$ cat src/rtl/core/frac_pkg.sv
// ----------------------------------------------------------------------------
// frac_pkg
// Widths and operation codes for the fraction arithmetic block.
// ----------------------------------------------------------------------------
`timescale 1ns / 1ps

package frac_pkg;

   localparam int OPERAND_WIDTH = 16;
   localparam int RESULT_WIDTH  = 2 * OPERAND_WIDTH + 1;

   typedef logic [1:0] command_type;

   localparam command_type OP_ADD = 2'd0;
   localparam command_type OP_SUB = 2'd1;
   localparam command_type OP_MUL = 2'd2;
   localparam command_type OP_DIV = 2'd3;

endpackage

$ cat src/rtl/core/fraction_arith_reduce.sv
// ----------------------------------------------------------------------------
// fraction_arith_reduce
// Sequence: MUL0, MUL1, MUL2 multiply steps, SETUP, then one RESULT_WIDTH-bit
//   divide per Euclid remainder step (none on a zero numerator) and one for each
//   of the two quotients before rsp_valid; on error SETUP goes straight to DONE.
// Busy: one request at a time; req_stall stays high until the result word is
//   taken, and the single shift/subtract divider serves every divide step.
// Reset: synchronous, active high; returns to idle, no result pending.
// ----------------------------------------------------------------------------
`timescale 1ns / 1ps

module fraction_arith_reduce
   import frac_pkg::*;
(
   input  logic                           clock,
   input  logic                           reset,
   input  logic                           req_valid,
   output logic                           req_stall,
   input  logic [1:0]                     req_command,
   input  logic signed [OPERAND_WIDTH-1:0] req_num_a,
   input  logic signed [OPERAND_WIDTH-1:0] req_den_a,
   input  logic signed [OPERAND_WIDTH-1:0] req_num_b,
   input  logic signed [OPERAND_WIDTH-1:0] req_den_b,
   output logic                           rsp_valid,
   input  logic                           rsp_stall,
   output logic signed [RESULT_WIDTH-1:0] rsp_reduced_num,
   output logic signed [RESULT_WIDTH-1:0] rsp_result_den,
   output logic                           rsp_error
);

   localparam int W     = RESULT_WIDTH;
   localparam int PW    = 2 * OPERAND_WIDTH;
   localparam int CNT_W = $clog2(W);
   localparam logic [CNT_W-1:0] CNT_LAST = CNT_W'(W - 1);

   // Sequencer states
   localparam logic [3:0] ST_IDLE  = 4'd0;
   localparam logic [3:0] ST_MUL0  = 4'd1;  // first product
   localparam logic [3:0] ST_MUL1  = 4'd2;  // cross product, add/sub only
   localparam logic [3:0] ST_MUL2  = 4'd3;  // denominator product
   localparam logic [3:0] ST_SETUP = 4'd4;  // magnitudes, zero checks
   localparam logic [3:0] ST_GCD   = 4'd5;  // b % a on the divider
   localparam logic [3:0] ST_QNUM  = 4'd6;  // |num| / gcd
   localparam logic [3:0] ST_QDEN  = 4'd7;  // |den| / gcd
   localparam logic [3:0] ST_DONE  = 4'd8;  // result word held for rsp side

   logic [3:0]                     state_ff, state_in;
   command_type                    cmd_ff, cmd_in;
   logic signed [OPERAND_WIDTH-1:0] na_ff, na_in, da_ff, da_in;
   logic signed [OPERAND_WIDTH-1:0] nb_ff, nb_in, db_ff, db_in;
   logic signed [W-1:0]            rn_ff, rn_in, rd_ff, rd_in;
   logic [W-1:0]                   ga_ff, ga_in, gb_ff, gb_in;
   logic [W-1:0]                   div_quo_ff, div_quo_in;
   logic [W-1:0]                   div_rem_ff, div_rem_in;
   logic [CNT_W-1:0]               cnt_ff, cnt_in;
   logic signed [W-1:0]            res_num_ff, res_num_in, res_den_ff, res_den_in;
   logic                           res_err_ff, res_err_in;

   // Shared multiplier
   logic signed [OPERAND_WIDTH-1:0] mul_x, mul_y;
   logic signed [PW-1:0]           prod;
   logic signed [W-1:0]            prod_ext;

   // Shared divider step
   logic [W-1:0] divisor;
   logic [W:0]   rem_sh;
   logic         step_ge;
   logic [W:0]   rem_diff;
   logic [W-1:0] rem_nx, quo_nx;
   logic         div_last;

   logic [W-1:0] mag_n, mag_d;
   logic         accept;

   assign accept    = req_valid && !req_stall;
   assign req_stall = (state_ff != ST_IDLE);

   // Operand selection per multiply step
   always_comb begin
      unique case (state_ff)
         ST_MUL0: begin
            mul_x = na_ff;
            mul_y = (cmd_ff == OP_MUL) ? nb_ff : db_ff;
         end
         ST_MUL1: begin
            mul_x = nb_ff;
            mul_y = da_ff;
         end
         ST_MUL2: begin
            mul_x = da_ff;
            mul_y = (cmd_ff == OP_DIV) ? nb_ff : db_ff;
         end
         default: begin
            mul_x = '0;
            mul_y = '0;
         end
      endcase
   end

   assign prod     = mul_x * mul_y;
   assign prod_ext = {prod[PW-1], prod};

   // Restoring divide, one quotient bit per cycle
   assign divisor  = (state_ff == ST_GCD) ? ga_ff : gb_ff;
   assign rem_sh   = {div_rem_ff, div_quo_ff[W-1]};
   assign step_ge  = (rem_sh >= {1'b0, divisor});
   assign rem_diff = rem_sh - {1'b0, divisor};
   assign rem_nx   = step_ge ? rem_diff[W-1:0] : rem_sh[W-1:0];
   assign quo_nx   = {div_quo_ff[W-2:0], step_ge};
   assign div_last = (cnt_ff == CNT_LAST);

   // Magnitudes; |raw| <= 2^31 so W bits hold them unsigned
   assign mag_n = rn_ff[W-1] ? (W'(0) - rn_ff) : rn_ff;
   assign mag_d = rd_ff[W-1] ? (W'(0) - rd_ff) : rd_ff;

   always_comb begin
      state_in   = state_ff;
      cmd_in     = cmd_ff;
      na_in      = na_ff;
      da_in      = da_ff;
      nb_in      = nb_ff;
      db_in      = db_ff;
      rn_in      = rn_ff;
      rd_in      = rd_ff;
      ga_in      = ga_ff;
      gb_in      = gb_ff;
      div_quo_in = div_quo_ff;
      div_rem_in = div_rem_ff;
      cnt_in     = cnt_ff;
      res_num_in = res_num_ff;
      res_den_in = res_den_ff;
      res_err_in = res_err_ff;

      unique case (state_ff)
         ST_IDLE: begin
            if (accept) begin
               cmd_in   = req_command;
               na_in    = req_num_a;
               da_in    = req_den_a;
               nb_in    = req_num_b;
               db_in    = req_den_b;
               state_in = ST_MUL0;
            end
         end
         ST_MUL0: begin
            rn_in    = prod_ext;
            state_in = ST_MUL1;
         end
         ST_MUL1: begin
            if (cmd_ff == OP_ADD) begin
               rn_in = rn_ff + prod_ext;
            end else if (cmd_ff == OP_SUB) begin
               rn_in = rn_ff - prod_ext;
            end
            state_in = ST_MUL2;
         end
         ST_MUL2: begin
            rd_in    = prod_ext;
            state_in = ST_SETUP;
         end
         ST_SETUP: begin
            ga_in      = mag_n;
            gb_in      = mag_d;
            div_rem_in = '0;
            cnt_in     = '0;
            if (mag_n == '0 && mag_d == '0) begin
               // gcd would be zero: flag it, return zeros
               res_num_in = '0;
               res_den_in = '0;
               res_err_in = 1'b1;
               state_in   = ST_DONE;
            end else if (mag_n == '0) begin
               div_quo_in = mag_n;
               state_in   = ST_QNUM;
            end else begin
               div_quo_in = mag_d;
               state_in   = ST_GCD;
            end
         end
         ST_GCD: begin
            div_rem_in = rem_nx;
            div_quo_in = quo_nx;
            cnt_in     = cnt_ff + 1'b1;
            if (div_last) begin
               // b <- a, a <- b % a; gcd ends up in gb
               ga_in      = rem_nx;
               gb_in      = ga_ff;
               div_rem_in = '0;
               cnt_in     = '0;
               if (rem_nx == '0) begin
                  div_quo_in = mag_n;
                  state_in   = ST_QNUM;
               end else begin
                  div_quo_in = ga_ff;
               end
            end
         end
         ST_QNUM: begin
            div_rem_in = rem_nx;
            div_quo_in = quo_nx;
            cnt_in     = cnt_ff + 1'b1;
            if (div_last) begin
               res_num_in = rn_ff[W-1] ? (W'(0) - quo_nx) : quo_nx;
               div_quo_in = mag_d;
               div_rem_in = '0;
               cnt_in     = '0;
               state_in   = ST_QDEN;
            end
         end
         ST_QDEN: begin
            div_rem_in = rem_nx;
            div_quo_in = quo_nx;
            cnt_in     = cnt_ff + 1'b1;
            if (div_last) begin
               res_den_in = rd_ff[W-1] ? (W'(0) - quo_nx) : quo_nx;
               res_err_in = 1'b0;
               cnt_in     = '0;
               state_in   = ST_DONE;
            end
         end
         ST_DONE: begin
            if (!rsp_stall) begin
               state_in = ST_IDLE;
            end
         end
         default: begin
            state_in = ST_IDLE;
         end
      endcase
   end

   always_ff @(posedge clock) begin
      if (reset) begin
         state_ff <= ST_IDLE;
         cnt_ff   <= '0;
      end else begin
         state_ff <= state_in;
         cnt_ff   <= cnt_in;
      end
   end

   // Payload, no reset needed
   always_ff @(posedge clock) begin
      cmd_ff     <= cmd_in;
      na_ff      <= na_in;
      da_ff      <= da_in;
      nb_ff      <= nb_in;
      db_ff      <= db_in;
      rn_ff      <= rn_in;
      rd_ff      <= rd_in;
      ga_ff      <= ga_in;
      gb_ff      <= gb_in;
      div_quo_ff <= div_quo_in;
      div_rem_ff <= div_rem_in;
      res_num_ff <= res_num_in;
      res_den_ff <= res_den_in;
      res_err_ff <= res_err_in;
   end

   assign rsp_valid       = (state_ff == ST_DONE);
   assign rsp_reduced_num = res_num_ff;
   assign rsp_result_den  = res_den_ff;
   assign rsp_error       = res_err_ff;

endmodule

$ cat config.mk
export PLATFORM = sky130hd
export DESIGN_NAME = fraction_arith_reduce
export DESIGN_NICKNAME = d
export VERILOG_FILES = /design/src/rtl/core/frac_pkg.sv /design/src/rtl/core/fraction_arith_reduce.sv
export SDC_FILE = /design/constraint.sdc
export NUM_CORES = 2
export LEC_CHECK = 0
export BUFFER_PORTS_ARGS = -buffer_cell sky130_fd_sc_hd__buf_2
export CORE_MARGIN = 2
export CORE_UTILIZATION = 44
export DETAILED_ROUTE_END_ITERATION = 7
export SKIP_LAST_GASP = 1
export SLEW_MARGIN = 20
export SYNTH_ARGS = -nofsm -noshare
export SYNTH_HDL_FRONTEND = slang
export SYNTH_SLANG_ARGS = --single-unit
$ cat constraint.sdc
create_clock -name clock -period 10.52 [get_ports clock]
set_input_delay 0 -clock clock [delete_from_list [all_inputs] [get_ports clock]]
set_output_delay 0 -clock clock [all_outputs]
set_load 0.02 [all_outputs]
==> run metrics <==
mux cell area share after synthesis 0.0296; max layer used met4; row count 100; Tcrit/Tclk final 0.955; Worst setup EP type register; Max-Slew Margin vs Limit 0.240; CP dominant cell by count fa_1; f_max 0.0995 GHz; vias 27700; Crit-path slowest cell or4_1; Post-synth EDFFs 330; # DRC 0; average size of a mapped cell a little over 9 µm²; Critical Path RT 10.92 ns; Synth Area in XOR/XNOR 0.0609; Starting Density 0.446; Synth Net Count about 4200; DRT antenna net count 0; hold crit path type input port to register; WL met2 between 50 and 60 mm; max cap viols 0; Clock Skew 0.0382 ns; first-pass GRT wire length around 160 mm; Worst EP arrival roughly 10 ns; io pins about 140; Syn Inst Count 3663; Worst-Margin Slew between 1 and 1.5 ns; cell family with the largest share of critical-path delay adder cells; maximum clock insertion buffer count 3; chip width 279 µm; Hold WS 0.118 ns; critical path class register to register; routed wire length about 100 mm; CP Buf/Inv Count 5; die area 0.0780 mm²; Reg area roughly 0.01 mm²; compound-gate portion of the synthesized area 0.154; wire length per cell 21.1 µm; Root Driver clkbuf_16; Routability Congestion about 0.98; Worst-Skew Late Latency 0.59 ns; port bufs 138; total clock sinks 340; endpoints failing hold 0; crit path time final 10.05 ns; Core ar. approximately 0.075 mm²; setup TNS 0 ns; Synth-to-Final Area Change 13.3%; simple-gate portion of the synthesized area 0.168; clock-pin slew on the worst setup and hold paths 0.06 ns; Via-to-Cell Ratio 5.73; DPL Wire Length around 80 mm; CP Max Fanout 19; slowest stage delay, CP approximately 0.66 ns; # nets final 4330; n_diodes 0; largest net degree at the start of global routing 83; Num CTS Buffers 41; synthesized area 0.0333 mm²; outcome completed; largest family of logic cells by synthesized area adder cells; Critical Path Source Type register; Setup-failing EPs final 0; fillcell total 6980; Yosys cell types 91; share of cells above drive strength 1 0.113; main flop type after synthesis edfxtp_1; 1st-iter DRT viols 2155; antenna violations before repair 0; WL met1 slightly above 40 mm; number of H-tree levels 2; r2r setup slk approximately 0.47 ns; synth warn 0; GRT Total Usage 0.261; Adder-Cell Fraction of Synth Area 0.217; multi-input logic area 0.0212 mm²; final global-route overflow total 0; Async S/R FF share, synth 0; sequential share of the synthesized area 0.303; max-slew violations 0; DR pass1 iterations 6; CTS tree built; Synth Register Bits 340; vias in the first global route about 28000; overall die height 279 µm; met3 wire len roughly 5.6 mm
==> per-stage QoR <==
step / instance area (µm²) / setup WS [ns] / std cells / util
6_report: 37800 / 0.472 / 4841 / 0.506
5_1_grt: 37800 / -0.00823 / 4841 / 0.506
4_1_cts: 37600 / 0.0102 / 4835 / 0.503
2_1_floorplan: 33300 / 0.0206 / 3663 / -
3_5_place_dp: 35500 / 0.0936 / 4692 / 0.475
3_3_place_gp: 35500 / 0.232 / 4692 / 0.475
==> logic make-up after synthesis <==
| logic type | Yosys count |
|---|---|
| xor+xnor | 232 |
| mux | 98 |
| fa+ha+maj | 420 |
| buf+inv | 587 |
| compound gates | 772 |
| simple gates | 1214 |
| flops | 340 |
==> sequential cells by signal, summed over array words and instances (netlist names) <==
name,count
da_ff,16
rsp_reduced_num,33
nb_ff,16
div_rem_ff,33
cnt_ff,6
div_quo_ff,33
rsp_error,1
rd_ff,32
cmd_ff,2
rsp_result_den,33
state_ff,4
gb_ff,33
na_ff,16
rn_ff,33
ga_ff,33
db_ff,16
==> synthesized netlist by cell type, drive strengths merged, types with 18 or more instances <==
master,count,area share
a211o,22,0.0058
a211oi,22,0.0051
a21o,44,0.0099
a21oi,232,0.035
a221oi,18,0.0075
a22oi,23,0.0052
a31oi,26,0.0049
and2,36,0.0068
buf,28,0.0040
clkbuf,167,0.019
edfxtp,330,0.30
fa,264,0.16
ha,156,0.059
inv,389,0.044
mux2i,94,0.028
nand2,347,0.039
nand2b,35,0.0066
nand3,53,0.0080
nand4,20,0.0038
nor2,454,0.051
nor3,62,0.0093
nor4,23,0.0045
o21a,27,0.0061
o21ai,160,0.024
o31ai,31,0.0070
o41ai,32,0.0091
or2,34,0.0064
or3,40,0.0075
or4,30,0.0069
xnor2,114,0.030
xor2,118,0.031
==> worst paths after layout <==
path / start / to / cells past startpoint
setup / recovery: state_ff[0] / rn_ff[32] / 33
hold reg to reg: cnt_ff[5] / cnt_ff[5] / 1
hold / removal: req_num_a[2] / na_ff[2] / 2
setup reg to reg: state_ff[0] / rn_ff[32] / 33
==> routing by layer <==
layer,up-vias,track usage
li1,13100,-
met1,13400,0.320
met2,1011,0.467
met3,246,0.0264
met4,0,0.111
met5,-,0
==> layout make-up <==
cell class	count	area share
multi-input combinational	2736	0.562
sequential	340	0.268
timing repair buffer	329	0.0615
inverter	392	0.0391
tap	969	0.0321
clock buffer	48	0.0279
clock inverter	27	0.00980
==> timing repair <==
item / in CTS / in global routing
hold endpoints to repair: 76 / 0
endpoints found under the setup margin: 0 / 6
hold buffers: 68 / 0
resized for setup: 0 / 35
buffers inserted: 0 / 5
==> layout by cell type (no fill, tap or decap), types with 30 or more instances in the layout <==
master / instances
xnor2_1: 114
nor2_1: 450
and2_1: 30
clkbuf_16: 42
o31ai_1: 30
mux2i_1: 94
buf_2: 138
dlygate4sd3_1: 68
nand2b_1: 35
o21ai_0: 156
edfxtp_1: 330
a21o_1: 44
nand2_1: 346
ha_1: 156
xor2_1: 118
buf_4: 121
nor3_1: 59
inv_1: 385
nand3_1: 51
or3_1: 40
a21oi_1: 227
fa_1: 264
or2_2: 33
Power is not shown: default switching activity piles up to over one toggle a cycle in this logic, so the estimate is an artifact.
